`src/rtl/core/omw_pkg.sv`:
```
// ----------------------------------------------------------------------------
// omw_pkg
// Shared types and constants of the three-wheel omni drive mixer: field
// widths, register reset values, register indexes, fixed-point constants and
// the command word that the controller sends to the datapath.
// ----------------------------------------------------------------------------
package omw_pkg;

  localparam int DUTY_BITS   = 16;
  localparam int DUTY_PORT_W = 16;
  localparam int BYTE_W      = 8;
  localparam int CFG_DATA_W  = 16;
  localparam int CFG_IDX_W   = 3;
  localparam int GAIN_W      = 12;
  localparam int PULSE_W     = 12;
  localparam int LIMIT_W     = 16;
  localparam int NUM_WHEELS  = 3;
  localparam int SEL_W       = 2;

  localparam logic [SEL_W-1:0] POS_LAST   = SEL_W'(3);
  localparam logic [SEL_W-1:0] WHEEL_LAST = SEL_W'(NUM_WHEELS - 1);

  localparam logic [BYTE_W-1:0]  CENTER_RST  = BYTE_W'(127);
  localparam logic [GAIN_W-1:0]  GAIN_RST    = GAIN_W'(640);
  localparam logic [LIMIT_W-1:0] LIMIT_RST   = LIMIT_W'(64881);
  localparam logic [BYTE_W-1:0]  ARM_CODE_RST = BYTE_W'(8'h23);
  localparam logic [PULSE_W-1:0] ARM_ON_RST  = PULSE_W'(1190);
  localparam logic [PULSE_W-1:0] ARM_OFF_RST = PULSE_W'(1700);
  localparam logic [PULSE_W-1:0] PULSE_RST   = PULSE_W'(1700);

  // Signed counts and the wheel speed accumulator in units of 2^-16 count.
  localparam int DIFF_W   = BYTE_W + 1;
  localparam int TURN_W   = GAIN_W + DIFF_W;
  localparam int YK_W     = 26;
  localparam int ACC_W    = 32;
  localparam int MAG_W    = 30;
  localparam int SQRT3_HALF_Q16 = 56756;
  localparam int X_SHIFT  = 16;
  localparam int XH_SHIFT = 15;
  localparam int T_SHIFT  = 8;

  // Duty = round(mag * 2^DUTY_BITS / (127 * 2^16)), done as a scaled
  // rounding shift followed by a reciprocal multiply for the divide by 127.
  localparam int FULL_SCALE  = 127;
  localparam int ROUND_W     = MAG_W + DUTY_BITS + 1;
  localparam longint RND_OFS = longint'(FULL_SCALE) * (longint'(1) << 15);
  localparam int SCAP_W      = DUTY_BITS + 7;
  localparam longint SCAP    = longint'(FULL_SCALE) * (longint'(1) << DUTY_BITS) - 1;
  localparam int RECIP_SHIFT = 30;
  localparam int RECIP_W     = 24;
  localparam longint RECIP   = ((longint'(1) << RECIP_SHIFT) + FULL_SCALE - 1) / FULL_SCALE;
  localparam int PROD_W      = SCAP_W + RECIP_W;
  localparam logic [LIMIT_W-1:0] DUTY_TOP = LIMIT_W'((longint'(1) << DUTY_BITS) - 1);

  typedef enum logic [CFG_IDX_W-1:0] {
    CFG_CENTER  = 3'd0,
    CFG_GAIN    = 3'd1,
    CFG_LIMIT   = 3'd2,
    CFG_ARMCODE = 3'd3,
    CFG_ARM_ON  = 3'd4,
    CFG_ARM_OFF = 3'd5
  } cfg_idx_e;

  typedef enum logic [3:0] {
    OP_NONE,
    OP_STORE,
    OP_FRAME,
    OP_MUL,
    OP_ACC,
    OP_ROUND,
    OP_DIV,
    OP_CLAMP,
    OP_PUBLISH
  } op_e;

  typedef struct packed {
    op_e              op;
    logic [SEL_W-1:0] sel;
  } omw_cmd_t;

endpackage

```
`src/rtl/core/omw_datapath.sv`:
```
// ----------------------------------------------------------------------------
// omw_datapath
// Frame store, configuration registers, arm state, the shared wheel speed
// unit and the result register of the omni drive mixer.
// ----------------------------------------------------------------------------
module omw_datapath (
  input  logic                              clk_i,
  input  logic                              rst_ni,
  input  omw_pkg::omw_cmd_t                 cmd_i,
  input  logic [omw_pkg::BYTE_W-1:0]        rx_byte_i,
  input  logic                              cfg_we_i,
  input  logic [omw_pkg::CFG_IDX_W-1:0]     cfg_index_i,
  input  logic [omw_pkg::CFG_DATA_W-1:0]    cfg_data_i,
  output logic [omw_pkg::DUTY_PORT_W-1:0]   wheel1_fwd_o,
  output logic [omw_pkg::DUTY_PORT_W-1:0]   wheel1_rev_o,
  output logic [omw_pkg::DUTY_PORT_W-1:0]   wheel2_fwd_o,
  output logic [omw_pkg::DUTY_PORT_W-1:0]   wheel2_rev_o,
  output logic [omw_pkg::DUTY_PORT_W-1:0]   wheel3_fwd_o,
  output logic [omw_pkg::DUTY_PORT_W-1:0]   wheel3_rev_o,
  output logic [omw_pkg::PULSE_W-1:0]       arm_pulse_us_o
);
  import omw_pkg::*;

  logic [BYTE_W-1:0]  center_q;
  logic [GAIN_W-1:0]  gain_q;
  logic [LIMIT_W-1:0] limit_q;
  logic [BYTE_W-1:0]  arm_code_q;
  logic [PULSE_W-1:0] arm_on_q;
  logic [PULSE_W-1:0] arm_off_q;
  logic [BYTE_W-1:0]  prev_code_q;
  logic [PULSE_W-1:0] arm_pulse_q;

  logic [BYTE_W-1:0] store_q [NUM_WHEELS];

  logic signed [DIFF_W-1:0] xd_q, yd_q, rd_q;
  logic signed [DIFF_W-1:0] xd_d, yd_d, rd_d;
  logic signed [TURN_W-1:0] t_q, t_d, gain_ext, rd_ext;
  logic signed [YK_W-1:0]   yk_q, yk_d, yd_ext, sqrt_ext;

  logic signed [ACC_W-1:0] x_ext, yk_ext, t_ext, acc;
  logic [ACC_W-1:0]        acc_abs;
  logic [MAG_W-1:0]        mag_q;
  logic                    sgn_pos_q, sgn_neg_q;

  logic [ROUND_W-1:0]   rnd_sum, rnd_shift;
  logic [SCAP_W-1:0]    scap_q, scap_d;
  logic [PROD_W-1:0]    prod;
  logic [DUTY_BITS-1:0] quo_q;
  logic [DUTY_BITS-1:0] lim, duty;

  logic [DUTY_BITS-1:0]   fwd_q [NUM_WHEELS];
  logic [DUTY_BITS-1:0]   rev_q [NUM_WHEELS];
  logic [DUTY_PORT_W-1:0] out_fwd_q [NUM_WHEELS];
  logic [DUTY_PORT_W-1:0] out_rev_q [NUM_WHEELS];
  logic [PULSE_W-1:0]     out_pulse_q;

  always_comb begin
    xd_d = $signed({1'b0, store_q[0]}) - $signed({1'b0, center_q});
    yd_d = $signed({1'b0, store_q[1]}) - $signed({1'b0, center_q});
    rd_d = $signed({1'b0, store_q[2]}) - $signed({1'b0, center_q});

    gain_ext = $signed({{(TURN_W - GAIN_W){1'b0}}, gain_q});
    rd_ext   = TURN_W'(rd_q);
    t_d      = gain_ext * rd_ext;
    yd_ext   = YK_W'(yd_q);
    sqrt_ext = YK_W'(SQRT3_HALF_Q16);
    yk_d     = yd_ext * sqrt_ext;

    x_ext  = ACC_W'(xd_q);
    yk_ext = ACC_W'(yk_q);
    t_ext  = ACC_W'(t_q);
    case (cmd_i.sel)
      SEL_W'(0): acc = (x_ext <<< X_SHIFT) + (t_ext <<< T_SHIFT);
      SEL_W'(1): acc = yk_ext - (x_ext <<< XH_SHIFT) + (t_ext <<< T_SHIFT);
      default:   acc = (t_ext <<< T_SHIFT) - (x_ext <<< XH_SHIFT) - yk_ext;
    endcase
    acc_abs = acc[ACC_W-1] ? ACC_W'(-acc) : ACC_W'(acc);

    rnd_sum   = (ROUND_W'(mag_q) << DUTY_BITS) + ROUND_W'(RND_OFS);
    rnd_shift = rnd_sum >> 16;
    scap_d    = (rnd_shift > ROUND_W'(SCAP)) ? SCAP_W'(SCAP) : rnd_shift[SCAP_W-1:0];

    prod = PROD_W'(scap_q) * PROD_W'(RECIP);

    lim  = (limit_q > DUTY_TOP) ? DUTY_TOP[DUTY_BITS-1:0] : limit_q[DUTY_BITS-1:0];
    duty = (quo_q > lim) ? lim : quo_q;
  end

  always_ff @(posedge clk_i or negedge rst_ni) begin
    if (!rst_ni) begin
      center_q    <= CENTER_RST;
      gain_q      <= GAIN_RST;
      limit_q     <= LIMIT_RST;
      arm_code_q  <= ARM_CODE_RST;
      arm_on_q    <= ARM_ON_RST;
      arm_off_q   <= ARM_OFF_RST;
      prev_code_q <= '0;
      arm_pulse_q <= PULSE_RST;
    end else begin
      if (cfg_we_i) begin
        case (cfg_idx_e'(cfg_index_i))
          CFG_CENTER:  center_q   <= cfg_data_i[BYTE_W-1:0];
          CFG_GAIN:    gain_q     <= cfg_data_i[GAIN_W-1:0];
          CFG_LIMIT:   limit_q    <= cfg_data_i[LIMIT_W-1:0];
          CFG_ARMCODE: arm_code_q <= cfg_data_i[BYTE_W-1:0];
          CFG_ARM_ON:  arm_on_q   <= cfg_data_i[PULSE_W-1:0];
          CFG_ARM_OFF: arm_off_q  <= cfg_data_i[PULSE_W-1:0];
          default: ;
        endcase
      end
      if (cmd_i.op == OP_FRAME) begin
        prev_code_q <= rx_byte_i;
        if (rx_byte_i != prev_code_q) begin
          arm_pulse_q <= (rx_byte_i == arm_code_q) ? arm_on_q : arm_off_q;
        end
      end
    end
  end

  always_ff @(posedge clk_i) begin
    case (cmd_i.op)
      OP_STORE: store_q[cmd_i.sel] <= rx_byte_i;
      OP_FRAME: begin
        xd_q <= xd_d;
        yd_q <= yd_d;
        rd_q <= rd_d;
      end
      OP_MUL: begin
        t_q  <= t_d;
        yk_q <= yk_d;
      end
      OP_ACC: begin
        mag_q     <= acc_abs[MAG_W-1:0];
        sgn_neg_q <= acc[ACC_W-1];
        sgn_pos_q <= !acc[ACC_W-1] && (acc != '0);
      end
      OP_ROUND: scap_q <= scap_d;
      OP_DIV:   quo_q  <= prod[RECIP_SHIFT +: DUTY_BITS];
      OP_CLAMP: begin
        fwd_q[cmd_i.sel] <= sgn_pos_q ? duty : '0;
        rev_q[cmd_i.sel] <= sgn_neg_q ? duty : '0;
      end
      OP_PUBLISH: begin
        for (int k = 0; k < NUM_WHEELS; k++) begin
          out_fwd_q[k] <= DUTY_PORT_W'(fwd_q[k]);
          out_rev_q[k] <= DUTY_PORT_W'(rev_q[k]);
        end
        out_pulse_q <= arm_pulse_q;
      end
      default: ;
    endcase
  end

  assign wheel1_fwd_o   = out_fwd_q[0];
  assign wheel1_rev_o   = out_rev_q[0];
  assign wheel2_fwd_o   = out_fwd_q[1];
  assign wheel2_rev_o   = out_rev_q[1];
  assign wheel3_fwd_o   = out_fwd_q[2];
  assign wheel3_rev_o   = out_rev_q[2];
  assign arm_pulse_us_o = out_pulse_q;

endmodule

```
`src/rtl/core/omw_ctrl.sv`:
```
// ----------------------------------------------------------------------------
// omw_ctrl
// Controller of the omni drive mixer: tracks the byte position in the frame,
// sequences the shared wheel unit over the three wheels and owns the result
// handshake.
// ----------------------------------------------------------------------------
module omw_ctrl (
  input  logic              clk_i,
  input  logic              rst_ni,
  input  logic              in_valid_i,
  output logic              in_stall_o,
  output logic              out_valid_o,
  input  logic              out_stall_i,
  output omw_pkg::omw_cmd_t cmd_o
);
  import omw_pkg::*;

  typedef enum logic [2:0] {
    ST_IDLE,
    ST_MUL,
    ST_ACC,
    ST_ROUND,
    ST_DIV,
    ST_CLAMP,
    ST_PUBLISH
  } state_e;

  state_e           state_q, state_d;
  logic [SEL_W-1:0] pos_q, pos_d;
  logic [SEL_W-1:0] wheel_q, wheel_d;
  logic             out_valid_q, out_valid_d;

  assign in_stall_o  = (state_q != ST_IDLE);
  assign out_valid_o = out_valid_q;

  always_comb begin
    state_d     = state_q;
    pos_d       = pos_q;
    wheel_d     = wheel_q;
    out_valid_d = out_valid_q && out_stall_i;
    cmd_o.op    = OP_NONE;
    cmd_o.sel   = wheel_q;
    case (state_q)
      ST_IDLE: begin
        if (in_valid_i) begin
          if (pos_q != POS_LAST) begin
            cmd_o.op  = OP_STORE;
            cmd_o.sel = pos_q;
            pos_d     = pos_q + SEL_W'(1);
          end else begin
            cmd_o.op = OP_FRAME;
            pos_d    = '0;
            state_d  = ST_MUL;
          end
        end
      end
      ST_MUL: begin
        cmd_o.op = OP_MUL;
        wheel_d  = '0;
        state_d  = ST_ACC;
      end
      ST_ACC: begin
        cmd_o.op = OP_ACC;
        state_d  = ST_ROUND;
      end
      ST_ROUND: begin
        cmd_o.op = OP_ROUND;
        state_d  = ST_DIV;
      end
      ST_DIV: begin
        cmd_o.op = OP_DIV;
        state_d  = ST_CLAMP;
      end
      ST_CLAMP: begin
        cmd_o.op = OP_CLAMP;
        if (wheel_q == WHEEL_LAST) begin
          state_d = ST_PUBLISH;
        end else begin
          wheel_d = wheel_q + SEL_W'(1);
          state_d = ST_ACC;
        end
      end
      ST_PUBLISH: begin
        if (!out_valid_q || !out_stall_i) begin
          cmd_o.op    = OP_PUBLISH;
          out_valid_d = 1'b1;
          state_d     = ST_IDLE;
        end
      end
      default: state_d = ST_IDLE;
    endcase
  end

  always_ff @(posedge clk_i or negedge rst_ni) begin
    if (!rst_ni) begin
      state_q     <= ST_IDLE;
      pos_q       <= '0;
      wheel_q     <= '0;
      out_valid_q <= 1'b0;
    end else begin
      state_q     <= state_d;
      pos_q       <= pos_d;
      wheel_q     <= wheel_d;
      out_valid_q <= out_valid_d;
    end
  end

`ifndef SYNTH
  a_word_from_publish : assert property (@(posedge clk_i) disable iff (!rst_ni)
    $rose(out_valid_o) |-> $past(state_q == ST_PUBLISH))
    else $error("result word raised outside the publish step");

  a_last_wheel_done : assert property (@(posedge clk_i) disable iff (!rst_ni)
    (state_q == ST_CLAMP && wheel_q == WHEEL_LAST) |=> (state_q == ST_PUBLISH))
    else $error("wheel sequence did not end after the last wheel");

  a_frame_start : assert property (@(posedge clk_i) disable iff (!rst_ni)
    (in_valid_i && !in_stall_o && pos_q == POS_LAST) |=> (state_q == ST_MUL && pos_q == '0))
    else $error("fourth byte did not start the wheel computation");
`endif

endmodule

```
`src/rtl/core/omni_wheel_drive_mixer.sv`:
```
// ----------------------------------------------------------------------------
// omni_wheel_drive_mixer
// Gathers received bytes into four-byte frames (x, y, turn, arm code) and
// turns each frame into forward and reverse PWM duties for the three wheels
// of a kiwi base, plus the arm servo pulse width.
//
//   channel  direction  handshake              words
//   in       input      in_valid_i/in_stall_o  rx_byte_i
//   out      output     out_valid_o/out_stall_i wheel duties, arm_pulse_us_o
//   cfg      input      cfg_valid_i/cfg_ready_o cfg_index_i, cfg_data_i
//
// The first three bytes of a frame are stored without a stall. The fourth byte
// keeps the input stalled through a product step, then the steps
// of the shared wheel unit (sum, round, reciprocal multiply, clamp)
// for each of the three wheels, then the load of the result register.
// The load waits, and the stall lasts longer, while an earlier result word
// still waits under out_stall_i; such a word does not block the next three
// bytes. Reset is asynchronous and active low; it restores the register
// defaults and starts a new frame.
// ----------------------------------------------------------------------------
module omni_wheel_drive_mixer (
  input  logic                            clk_i,
  input  logic                            rst_ni,
  input  logic                            in_valid_i,
  output logic                            in_stall_o,
  input  logic [omw_pkg::BYTE_W-1:0]      rx_byte_i,
  output logic                            out_valid_o,
  input  logic                            out_stall_i,
  output logic [omw_pkg::DUTY_PORT_W-1:0] wheel1_fwd_o,
  output logic [omw_pkg::DUTY_PORT_W-1:0] wheel1_rev_o,
  output logic [omw_pkg::DUTY_PORT_W-1:0] wheel2_fwd_o,
  output logic [omw_pkg::DUTY_PORT_W-1:0] wheel2_rev_o,
  output logic [omw_pkg::DUTY_PORT_W-1:0] wheel3_fwd_o,
  output logic [omw_pkg::DUTY_PORT_W-1:0] wheel3_rev_o,
  output logic [omw_pkg::PULSE_W-1:0]     arm_pulse_us_o,
  input  logic                            cfg_valid_i,
  output logic                            cfg_ready_o,
  input  logic [omw_pkg::CFG_IDX_W-1:0]   cfg_index_i,
  input  logic [omw_pkg::CFG_DATA_W-1:0]  cfg_data_i
);
  import omw_pkg::*;

  omw_cmd_t cmd;

  assign cfg_ready_o = 1'b1;

  omw_ctrl u_ctrl (
    .clk_i       (clk_i),
    .rst_ni      (rst_ni),
    .in_valid_i  (in_valid_i),
    .in_stall_o  (in_stall_o),
    .out_valid_o (out_valid_o),
    .out_stall_i (out_stall_i),
    .cmd_o       (cmd)
  );

  omw_datapath u_datapath (
    .clk_i          (clk_i),
    .rst_ni         (rst_ni),
    .cmd_i          (cmd),
    .rx_byte_i      (rx_byte_i),
    .cfg_we_i       (cfg_valid_i && cfg_ready_o),
    .cfg_index_i    (cfg_index_i),
    .cfg_data_i     (cfg_data_i),
    .wheel1_fwd_o   (wheel1_fwd_o),
    .wheel1_rev_o   (wheel1_rev_o),
    .wheel2_fwd_o   (wheel2_fwd_o),
    .wheel2_rev_o   (wheel2_rev_o),
    .wheel3_fwd_o   (wheel3_fwd_o),
    .wheel3_rev_o   (wheel3_rev_o),
    .arm_pulse_us_o (arm_pulse_us_o)
  );

endmodule

```
`config.mk`:
```
export PLATFORM = sky130hd
export DESIGN_NAME = omni_wheel_drive_mixer
export DESIGN_NICKNAME = d
export VERILOG_FILES = /design/src/rtl/core/omw_pkg.sv /design/src/rtl/core/omw_datapath.sv /design/src/rtl/core/omw_ctrl.sv /design/src/rtl/core/omni_wheel_drive_mixer.sv
export SDC_FILE = /design/constraint.sdc
export NUM_CORES = 1
export LEC_CHECK = 0
export ABC_AREA = 1
export BUFFER_PORTS_ARGS = -buffer_cell sky130_fd_sc_hd__buf_4
export CAP_MARGIN = 0
export CELL_PAD_IN_SITES_DETAIL_PLACEMENT = 1
export CELL_PAD_IN_SITES_GLOBAL_PLACEMENT = 2
export CORE_AREA = 2 2 213 425
export DETAILED_ROUTE_END_ITERATION = 6
export DIE_AREA = 0 0 215 427
export GPL_ROUTABILITY_DRIVEN = 0
export MAX_ROUTING_LAYER = met4
export PLACE_DENSITY_LB_ADDON = 0.3
export SLEW_MARGIN = 20
export SYNTH_ARGS = -nofsm -noshare
export SYNTH_HDL_FRONTEND = slang
export SYNTH_HIERARCHICAL = 1
export SYNTH_SLANG_ARGS = --single-unit
export TNS_END_PERCENT = 1
```
`constraint.sdc`:
```
create_clock -name clk_i -period 15.65 [get_ports clk_i]
set_input_delay 0 -clock clk_i [delete_from_list [all_inputs] [get_ports clk_i]]
set_output_delay 0 -clock clk_i [all_outputs]
set_load 0.1 [all_outputs]
```
* Word-level counts from Yosys, hierarchy flattened *
Memory sizes are Yosys's and may differ from the RTL's.
Index checks and enable logic that the tools add are counted.

word-level totals
  memories kept = 5
  register bits = 251
  output and inout port bits = 111
  word-level logic and storage cells = 125
  bits in writable memories = 216
  bits of input ports = 32

memories
  memory                depth  width  read ports  clocked after Yosys merged registers in  wr ports  RTL line            text
  u_datapath.fwd_q      3      16     3           0                                        1         omw_datapath.sv:51  logic [DUTY_BITS-1:0] fwd_q [NUM_WHEELS];
  u_datapath.out_fwd_q  3      16     3           0                                        3         omw_datapath.sv:53  logic [DUTY_PORT_W-1:0] out_fwd_q [NUM_WHEELS];
  u_datapath.out_rev_q  3      16     3           0                                        3         omw_datapath.sv:54  logic [DUTY_PORT_W-1:0] out_rev_q [NUM_WHEELS];
  u_datapath.rev_q      3      16     3           0                                        1         omw_datapath.sv:52  logic [DUTY_BITS-1:0] rev_q [NUM_WHEELS];
  u_datapath.store_q    3      8      3           0                                        1         omw_datapath.sv:33  logic [BYTE_W-1:0] store_q [NUM_WHEELS];

cells by class
  eq/ne operators = 28
  muxes and demuxes = 29
  multiply operators = 3
  reduce and logical (&&, ||, !) cells = 22
  add/subtract/negate cells = 12
  order comparisons = 3

operators with widths
  cell                                                             count
  two-way mux 16 bit                                               4
  case mux 32 bit (2 select lines)                                 1
  adder 46 x 22 -> 47 bit, second input constant                   1
  multiplier 23 x 24 -> 46 bit, second input constant              1
  nonzero test 32 bit                                              1
  greater-than comparator 31 x 23 -> 1 bit, second input constant  1
  subtractor 30 x 26 -> 31 bit                                     1
  adder 25 x 29 -> 30 bit                                          1
  adder 27 x 29 -> 30 bit                                          1
  two-way mux 30 bit                                               1
  negation 30 bit                                                  1
  subtractor 29 x 24 -> 30 bit                                     1
  case mux 4 bit (7 select lines)                                  1
  subtractor 26 x 24 -> 27 bit                                     1
  subtractor 8 x 8 -> 9 bit                                        3
  multiplier 9 x 15 -> 24 bit, second input constant               1
  multiplier 13 x 9 -> 21 bit                                      1
  case mux 3 bit (7 select lines)                                  1
  AND reduction 2 bit                                              9
  == test 4 x 3 -> 1 bit, second input constant                    4
  greater-than comparator 16 bit                                   1
  greater-than comparator 16 bit, second input constant            1
  == test 3 bit, second input constant                             5
  == test 3 x 2 -> 1 bit, second input constant                    4
  other kinds (26)                                                 50

* Logic depth before layout (Yosys ltp) *
Gate-level depths: netlist of the first run.

  depth after elaboration = 8
  gate-level depth with buffers = 26
  mapped depth without buffers = 25

* Modules after synthesis *
Netlist of the first run, hierarchy kept.

by module, submodules not included
  module                  times used  cells each  area each (µm²)  sequential area each (µm²)
  omw_datapath            1           3845        34596.9          13270.2
  omw_ctrl                1           74          511.7            200.2
  omni_wheel_drive_mixer  1           2           11.3             0.0

* Worst setup path before layout of the first run *
No wires, ideal clock.

  kind = flip-flop to flip-flop
  start = register u_ctrl.out_valid_q (netlist: u_ctrl/out_valid_o)
  end = register u_datapath.out_pulse_q[0] (netlist: u_datapath/arm_pulse_us_o[0]), enable pin
  data arrival time = 11420 ps
  setup time = 840 ps
  setup slack = 3391 ps
  period minus slack after synthesis = 12259 ps
  required time = 14810 ps
  stages on the path, launching flop included = 6
  path buffers = 0
  cell sequence = dfrtp_1 nand2_1 inv_1 nor2_1 inv_1 nor4_1

RTL lines
  element                 RTL line             text
  start, declared         omw_ctrl.sv:31       logic out_valid_q, out_valid_d;
  start signal, assigned  omw_ctrl.sv:104      out_valid_q <= out_valid_d;
  end signal, assigned    omw_datapath.sv:148  out_pulse_q <= arm_pulse_q;
  end, declared           omw_datapath.sv:55   logic [PULSE_W-1:0] out_pulse_q;

* Worst setup path in the final report of the first run *
  start = register u_datapath.rd_q[8]
  end = register u_datapath.t_q[17] (data pin)

on the way
  longest elaborated chain between the ends = 1

ends and longest elaborated chain
  element                      RTL line             text
  start, declared              omw_datapath.sv:35   logic signed [DIFF_W-1:0] xd_q, yd_q, rd_q;
  start signal, assigned       omw_datapath.sv:126  rd_q <= rd_d;
  multiplier 13 x 9 -> 21 bit  omw_datapath.sv:64   t_d = gain_ext * rd_ext;
  via u_datapath.t_d[17]       omw_datapath.sv:37   logic signed [TURN_W-1:0] t_q, t_d, gain_ext, rd_ext;
  end signal, assigned         omw_datapath.sv:129  t_q <= t_d;
  end, declared                omw_datapath.sv:37

The timed path passes the listed nets, and every way through them passes these cells.
A chain may end at the register's enable or synchronous reset.

==> results.py, run 1 <==
metrics = {
    "clocking": {
        "worstSkewPairLatency_ns": 0.61,
        "root_buffer": "clkbuf_16",
        "post_cts_buffers": 0,
        "cts_resized": 0,
        "cts.clk_slew.worst_paths_ns": 0.07,
        "cts_sinks": 463,
        "cts_hold_buf": 34,
        "h-tree-depth": 2,
        "cts_tree": "done",
        "cts_buffers": 45,
        "cts_buffer_depth": 3,
    },
    "timing": {
        "slew_viol_final": 0,
        "fmax_mhz": 179,
        "finalCriticalPeriod_ns": 5.58,
        "setup_violations": 0,
        "rsz0062_at_grt": "no",
        "clock_skew_ns": 0.0326,
        "slew_headroom": 0.381,
        "worstMarginPinSlew_ns": 0.927,
        "fin_crit_sh": 0.356,
        "tns_ns": 0,
        "finalHoldViolCount": 0,
    },
    "run_status": {
        "status": "completed",
    },
    "drt": {
        "drtIter0Drc": 1193,
        "drt-total-wl_um": 102000,
        "wirelength_met1_um": 42700,
        "avgRoutedWirePerCell_um": 19.1,
        "dr_wl_met3_um": 2290,
        "via_per_inst": 4.98,
        "dr.max_layer_used": "met4",
        "antenna_left": 0,
        "drc": 0,
        "drt_first_pass_iters": 5,
        "wl_met2_um": 53800,
        "num_vias": 26500,
    },
    "critical_path": {
        "path_delay_family": "adder cells",
        "worst-path-buf-inv": 2,
        "cp-end-kind": "register",
        "crit_type": "reg2reg",
        "critical-path-slowest-cell": "fa_1",
        "cpPeakStageDelay_ns": 0.58,
        "crit_chain": "inv_1 -> or2_2 -> fa_1 -> fa_1 -> inv_1 -> fa_1 -> fa_1 -> fa_1 -> ha_1 -> a21oi_1 -> o21ai_0 -> a21oi_1 -> o21bai_1 -> nand2_1 -> nand2_1 -> a21oi_1 -> o21a_1 -> xor2_1",
        "worstPathRequired_ns": 16.00,
        "arrival_ns": 5.92,
        "critPathMaxFanout": 12,
        "start_kind": "register",
        "cpMostUsedCell": "fa_1",
    },
    "final_layout": {
        "area_growth_pct": 12.2,
        "layout_commonest_cell": "nand2_1",
        "mostFrequentLayoutCells": "nand2_1 (848), inv_1 (797), ha_1 (420)",
        "drive_above_1_share": 0.0879,
        "final_nets": 4733,
        "final_core_utilization": 0.444,
        "finalInstanceArea_um2": 39400,
    },
    "global_routing": {
        "grt_max_degree": 85,
        "antenna_found_initial": 1,
        "overflow": 0,
        "grtUsageTotal": 0.230,
        "grt_pass1_vias": 28800,
        "grt_pass1_wl_um": 161000,
    },
    "yosys": {
        "synth-edff-count": 367,
        "synthDistinctLibCells": 49,
        "synth-main-ff-cell": "edfxtp_1",
        "ys_ff_latch": 463,
        "async_flop_share": 0.207,
        "ys_warn_count": 6,
        "synth_nets": 4547,
        "syn_avg_cell_area_um2": 8.96,
        "synthesis.area_um2": 35100,
        "synthCells": 3921,
        "yosysSeqAreaShare": 0.384,
    },
    "placed_design": {
        "dpl_cell_area_um2": 37600,
        "dp_hpwl_um": 82500,
        "port_buffers": 141,
    },
    "flow_run": {
        "max-cap-violations": 0,
    },
    "floorplanning": {
        "num_rows": 155,
        "die-area_um2": 91800,
        "initial_core_util": 0.395,
        "ios": 143,
        "die_w_um": 215,
        "die_h_um": 427,
        "core_um2": 88800,
    },
    "worst_hold_path": {
        "min_path_type": "in2reg",
    },
}
==> per-layer routing <==
layer | GRT usage | up-vias
met2 | 0.423 | 317
met1 | 0.270 | 13100
met5 | - | -
met3 | 0.0163 | 114
met4 | 0.0620 | 0
li1 | - | 13000
==> worst reg2reg max path, stage by stage (launching register included) <==
cell	delay, ns
edfxtp_1	0.45
inv_1	0.21
or2_2	0.34
fa_1	0.51
fa_1	0.54
inv_1	0.05
fa_1	0.51
fa_1	0.58
fa_1	0.42
ha_1	0.36
a21oi_1	0.12
o21ai_0	0.33
a21oi_1	0.11
o21bai_1	0.22
nand2_1	0.08
nand2_1	0.06
a21oi_1	0.08
o21a_1	0.20
xor2_1	0.15
==> cells in the mapped netlist (all sizes together), types with 15 or more instances <==
cell      n  area share
nand2   869       0.094
inv     804       0.086
ha      420        0.15
edfxtp  367        0.31
nor2    252       0.029
nand3   216       0.032
a21oi   175       0.025
fa      174       0.099
o21ai   164       0.023
xor2     96       0.024
dfrtp    58       0.041
nand4    52      0.0093
clkbuf   47      0.0050
dfstp    38       0.028
nor3     30      0.0047
xnor2    30      0.0075
or2      17      0.0030
o21bai   15      0.0032
==> area by class of cell <==
type / instances / area (µm²)
clock buffer: 58 / 1170
sequential: 463 / 13500
timing repair buffer: 195 / 1590
fill: 10500 / 49400
inverter: 804 / 3020
antenna: 1 / 2.50
tap: 1177 / 1470
multi-input combinational: 2598 / 18500
clock inverter: 22 / 225
==> flip-flops by register name, summed over array words and instances (netlist names), 16 cells and up <==
register and count:
u_datapath/limit_q 16, u_datapath/quo_q 16, u_datapath/out_fwd_q 48, u_datapath/fwd_q 48, u_datapath/out_rev_q 48, u_datapath/t_q 21
u_datapath/yk_q 24, u_datapath/scap_q 21, u_datapath/rev_q 48, u_datapath/mag_q 28, u_datapath/store_q 24
==> through the flow <==
stage	setup slack, ns	hold slack, ns	cells
3_3_place_gp	10.14	0.0352	5200
5_1_grt	9.72	0.0902	5318
3_5_place_dp	10.03	0.0399	5202
2_1_floorplan	3.39	-0.296	3921
6_report	10.07	0.0554	5318
4_1_cts	10.02	0.0194	5316
==> cells by family after synthesis <==
kind of cell / after synthesis / share of synthesized area
adder cells (fa/ha/maj): 594 / 0.249
buffers and inverters: 860 / 0.0931
other: 1 / 0.000107
XOR/XNOR: 126 / 0.0314
AO/OA/AOI/OAI: 410 / 0.0638
AND/OR/NAND/NOR: 1467 / 0.179
flip-flops: 463 / 0.384
==> worst paths after layout <==
| path | end | depth (start not counted) | startpoint | slack, ns |
|---|---|---|---|---|
| max in group asynchronous | u_ctrl/pos_q[1]$_DFFE_PN0P_ | 3 | rst_ni | 14.77 |
| min reg2reg | u_datapath/out_rev_q[0][31]$_DFFE_PN_ | 0 | u_datapath/rev_q[1][15]$_DFFE_PP_ | 0.42 |
| min | u_datapath/arm_code_q[5]$_DFFE_PN1P_ | 4 | cfg_index_i[2] | 0.06 |
| max reg2reg | u_datapath/t_q[17]$_DFFE_PN_ | 18 | u_datapath/rd_q[8]$_DFFE_PP_ | 10.07 |
| min in group asynchronous | u_datapath/arm_on_q[7]$_DFFE_PN1P_ | 2 | rst_ni | 0.12 |
| max | u_datapath/t_q[17]$_DFFE_PN_ | 18 | u_datapath/rd_q[8]$_DFFE_PP_ | 10.07 |
Power of run 1 is not shown: default switching activity piles up to over one toggle a cycle in this logic, so the estimate is an artifact.
==> inputs of run 2 (changes only) <==
ABC_AREA = 0   (was 1)
CORE_AREA = 2 2 203 405   (was 2 2 213 425)
DIE_AREA = 0 0 205 407   (was 0 0 215 427)
clock period = 5.3 ns   (was 15.65 ns; I/O delays follow)
==> results.py, run 2 <==
metrics = {
    "clocking": {
        "h-tree-depth": 2,
        "cts_buffer_depth": 3,
        "cts_sinks": 463,
        "cts_tree": "done",
        "cts.clk_slew.worst_paths_ns": 0.06,
        "worstSkewPairLatency_ns": 0.61,
        "root_buffer": "clkbuf_16",
        "cts_buffers": 43,
    },
    "yosys": {
        "yosys-top-cells-area": "edfxtp_1 (33%), ha_1 (16%), fa_1 (10%)",
        "synthesis.area_um2": 33400,
        "synth_top_area_frac": 0.329,
        "ys_ff_latch": 463,
        "ys_top_cells_by_count": "inv_1 (429), ha_1 (420), edfxtp_1 (367)",
        "synth-main-ff-cell": "edfxtp_1",
        "synth-edff-count": 367,
        "async_flop_share": 0.207,
        "ys_warn_count": 6,
        "yosysSeqAreaShare": 0.403,
        "synthCells": 2987,
        "syn_avg_cell_area_um2": 11.2,
        "synth.most_common_cell": "inv_1",
        "synth.largest_area_cell": "edfxtp_1",
        "synth_nets": 3613,
        "synthDistinctLibCells": 96,
    },
    "critical_path": {
        "crit_type": "reg2reg",
        "start_kind": "register",
        "cpPeakStageDelay_ns": 0.56,
        "worstPathRequired_ns": 5.63,
        "cp-end-kind": "register",
        "critical-path-slowest-cell": "fa_1",
        "cpMostUsedCell": "buf_4",
        "critPathMaxFanout": 4,
        "crit_chain": "nand2_1 -> fa_1 -> inv_1 -> fa_1 -> inv_1 -> fa_1 -> fa_1 -> inv_2 -> fa_1 -> ha_4 -> inv_1 -> o21bai_1 -> a21oi_2 -> buf_4 -> buf_4 -> buf_4 -> buf_4 -> buf_4 -> buf_4 -> buf_4 -> buf_4 -> buf_4 -> buf_6 -> xnor2_2",
        "arrival_ns": 5.75,
    },
    "floorplanning": {
        "initial_core_util": 0.417,
        "ios": 143,
        "die-area_um2": 83400,
        "die_w_um": 205,
        "num_rows": 147,
        "die_h_um": 407,
        "core_um2": 80200,
    },
    "drt": {
        "wirelength_met1_um": 31800,
        "dr.max_layer_used": "met4",
        "avgRoutedWirePerCell_um": 22.8,
        "drt-total-wl_um": 99800,
        "num_vias": 23700,
        "drtIter0Drc": 930,
        "drt_first_pass_iters": 5,
        "dr_wl_met3_um": 2420,
        "drc": 0,
        "wl_met2_um": 58600,
        "antenna_left": 0,
        "via_per_inst": 5.40,
    },
    "run_status": {
        "violations": "negative setup slack",
        "status": "finished with violations",
    },
    "timing": {
        "worstMarginPinSlew_ns": 1.16,
        "setup_violations": 2,
        "rsz0062_at_grt": "yes",
        "slew_headroom": 0.225,
        "clock_skew_ns": 0.0330,
        "slew_viol_final": 0,
        "layout_setup_ws_ns": -0.121,
        "finalCriticalPeriod_ns": 5.42,
        "fin_crit_sh": 1.02,
        "fmax_mhz": 184,
        "finalHoldViolCount": 0,
    },
    "final_layout": {
        "final_core_utilization": 0.488,
        "mostFrequentLayoutCells": "inv_1 (427), ha_1 (406), edfxtp_1 (367)",
        "num_antenna_cells": 0,
        "layout_commonest_cell": "inv_1",
        "area_growth_pct": 17.0,
        "final_nets": 3931,
        "n_fill_cell": 8718,
        "drive_above_1_share": 0.181,
    },
    "placed_design": {
        "port_buffers": 141,
        "pre_cts_slack_ns": -0.448,
        "dp_hpwl_um": 81700,
    },
    "global_routing": {
        "overflow": 0,
        "grt_max_degree": 109,
        "antenna_found_initial": 0,
        "grt_pass1_wl_um": 152000,
        "grtUsageTotal": 0.250,
        "grt_pass1_vias": 26700,
    },
    "worst_hold_path": {
        "min_path_type": "in2reg",
    },
    "flow_run": {
        "max-cap-violations": 0,
    },
}
-- run 2: cell types whose count changed after synthesis, sizes merged, moves of 59 or more --
| cell | delta |
|---|---|
| inv | -375 |
| mux2 | +61 |
| nand2 | -667 |
| nand3 | -169 |
| nor2 | -154 |
| nor2b | +59 |
| xnor2 | +73 |
-- run 2: cells by family after synthesis --
logic type | share of synthesized area
and+or+nand+nor | 0.101
muxes | 0.0328
xor gates and xnor gates | 0.0419
DFF | 0.403
other | 0.000112
buffers and inverters | 0.0583
adders and majority gates | 0.261
AOI/OAI and AO/OA | 0.102
-- run 2: per-stage QoR --
stage | setup TNS (ns) | instances | hold slack (ns) | cell area, µm²
6_report | -0.122 | 4383 | 0.0418 | 39200
4_1_cts | -0.289 | 4380 | 0.00628 | 38900
3_5_place_dp | -4.20 | 4238 | -0.0524 | 36700
3_3_place_gp | -2.64 | 4238 | -0.0587 | 36700
2_1_floorplan | -0.0144 | 2987 | -0.296 | 33500
5_1_grt | -2.68 | 4383 | 0.0531 | 39200
-- run 2: final timing paths --
check	from	endpoint	slack, ns	cells after the start
min in group asynchronous	rst_ni	u_datapath/limit_q[5]$_DFFE_PN1P_	0.06	2
min reg2reg	u_datapath/rev_q[0][9]$_DFFE_PP_	u_datapath/out_rev_q[0][9]$_DFFE_PN_	0.42	0
max reg2reg	u_datapath/gain_q[7]$_DFFE_PN1P_	u_datapath/t_q[10]$_DFFE_PN_	-0.12	24
min	cfg_valid_i	u_datapath/center_q[3]$_DFFE_PN1P_	0.04	5
max	u_datapath/gain_q[7]$_DFFE_PN1P_	u_datapath/t_q[10]$_DFFE_PN_	-0.12	24
max in group asynchronous	rst_ni	u_datapath/gain_q[2]$_DFFE_PN0P_	4.06	3
-- run 2: worst max-delay path: cells and delay by family (launching register included) --
family	cells	cell delay, ns
flip-flops	1	0.55
AO/OA/AOI/OAI	2	0.24
AND/OR/NAND/NOR	1	0.09
adder cells (fa/ha/maj)	6	2.71
XOR/XNOR	1	0.13
buffers and inverters	14	1.45
-- run 2: layout make-up --
cell class                      instances  area [µm²]  share of cell area
Clock buffer                           53        1140              0.0292
Sequential cell                       463       13500               0.344
Multi-Input combinational cell       2015       18500               0.473
Timing Repair Buffer                  352        2810              0.0717
Inverter                              430        1610              0.0412
Clock inverter                         27         287             0.00732
Tap cell                             1043        1310              0.0333
-- run 2: timing repair --
| item | in CTS | in global routing |
|---|---|---|
| hold buffers | 34 | 0 |
| pin swaps | 32 | 13 |
| gates resized for setup | 49 | 30 |
| buffers inserted | 28 | 0 |
| hold endpoints to repair | 130 | 0 |
| endpoints found under the setup margin | 20 | 26 |
-- run 2: layer usage --
metal | global-route usage | vias to the layer above
li1 | - | 11000
met1 | 0.217 | 11900
met2 | 0.503 | 449
met4 | 0.149 | 0
met5 | - | -
met3 | 0.0228 | 259
Power of run 2 is left out for the same reason.
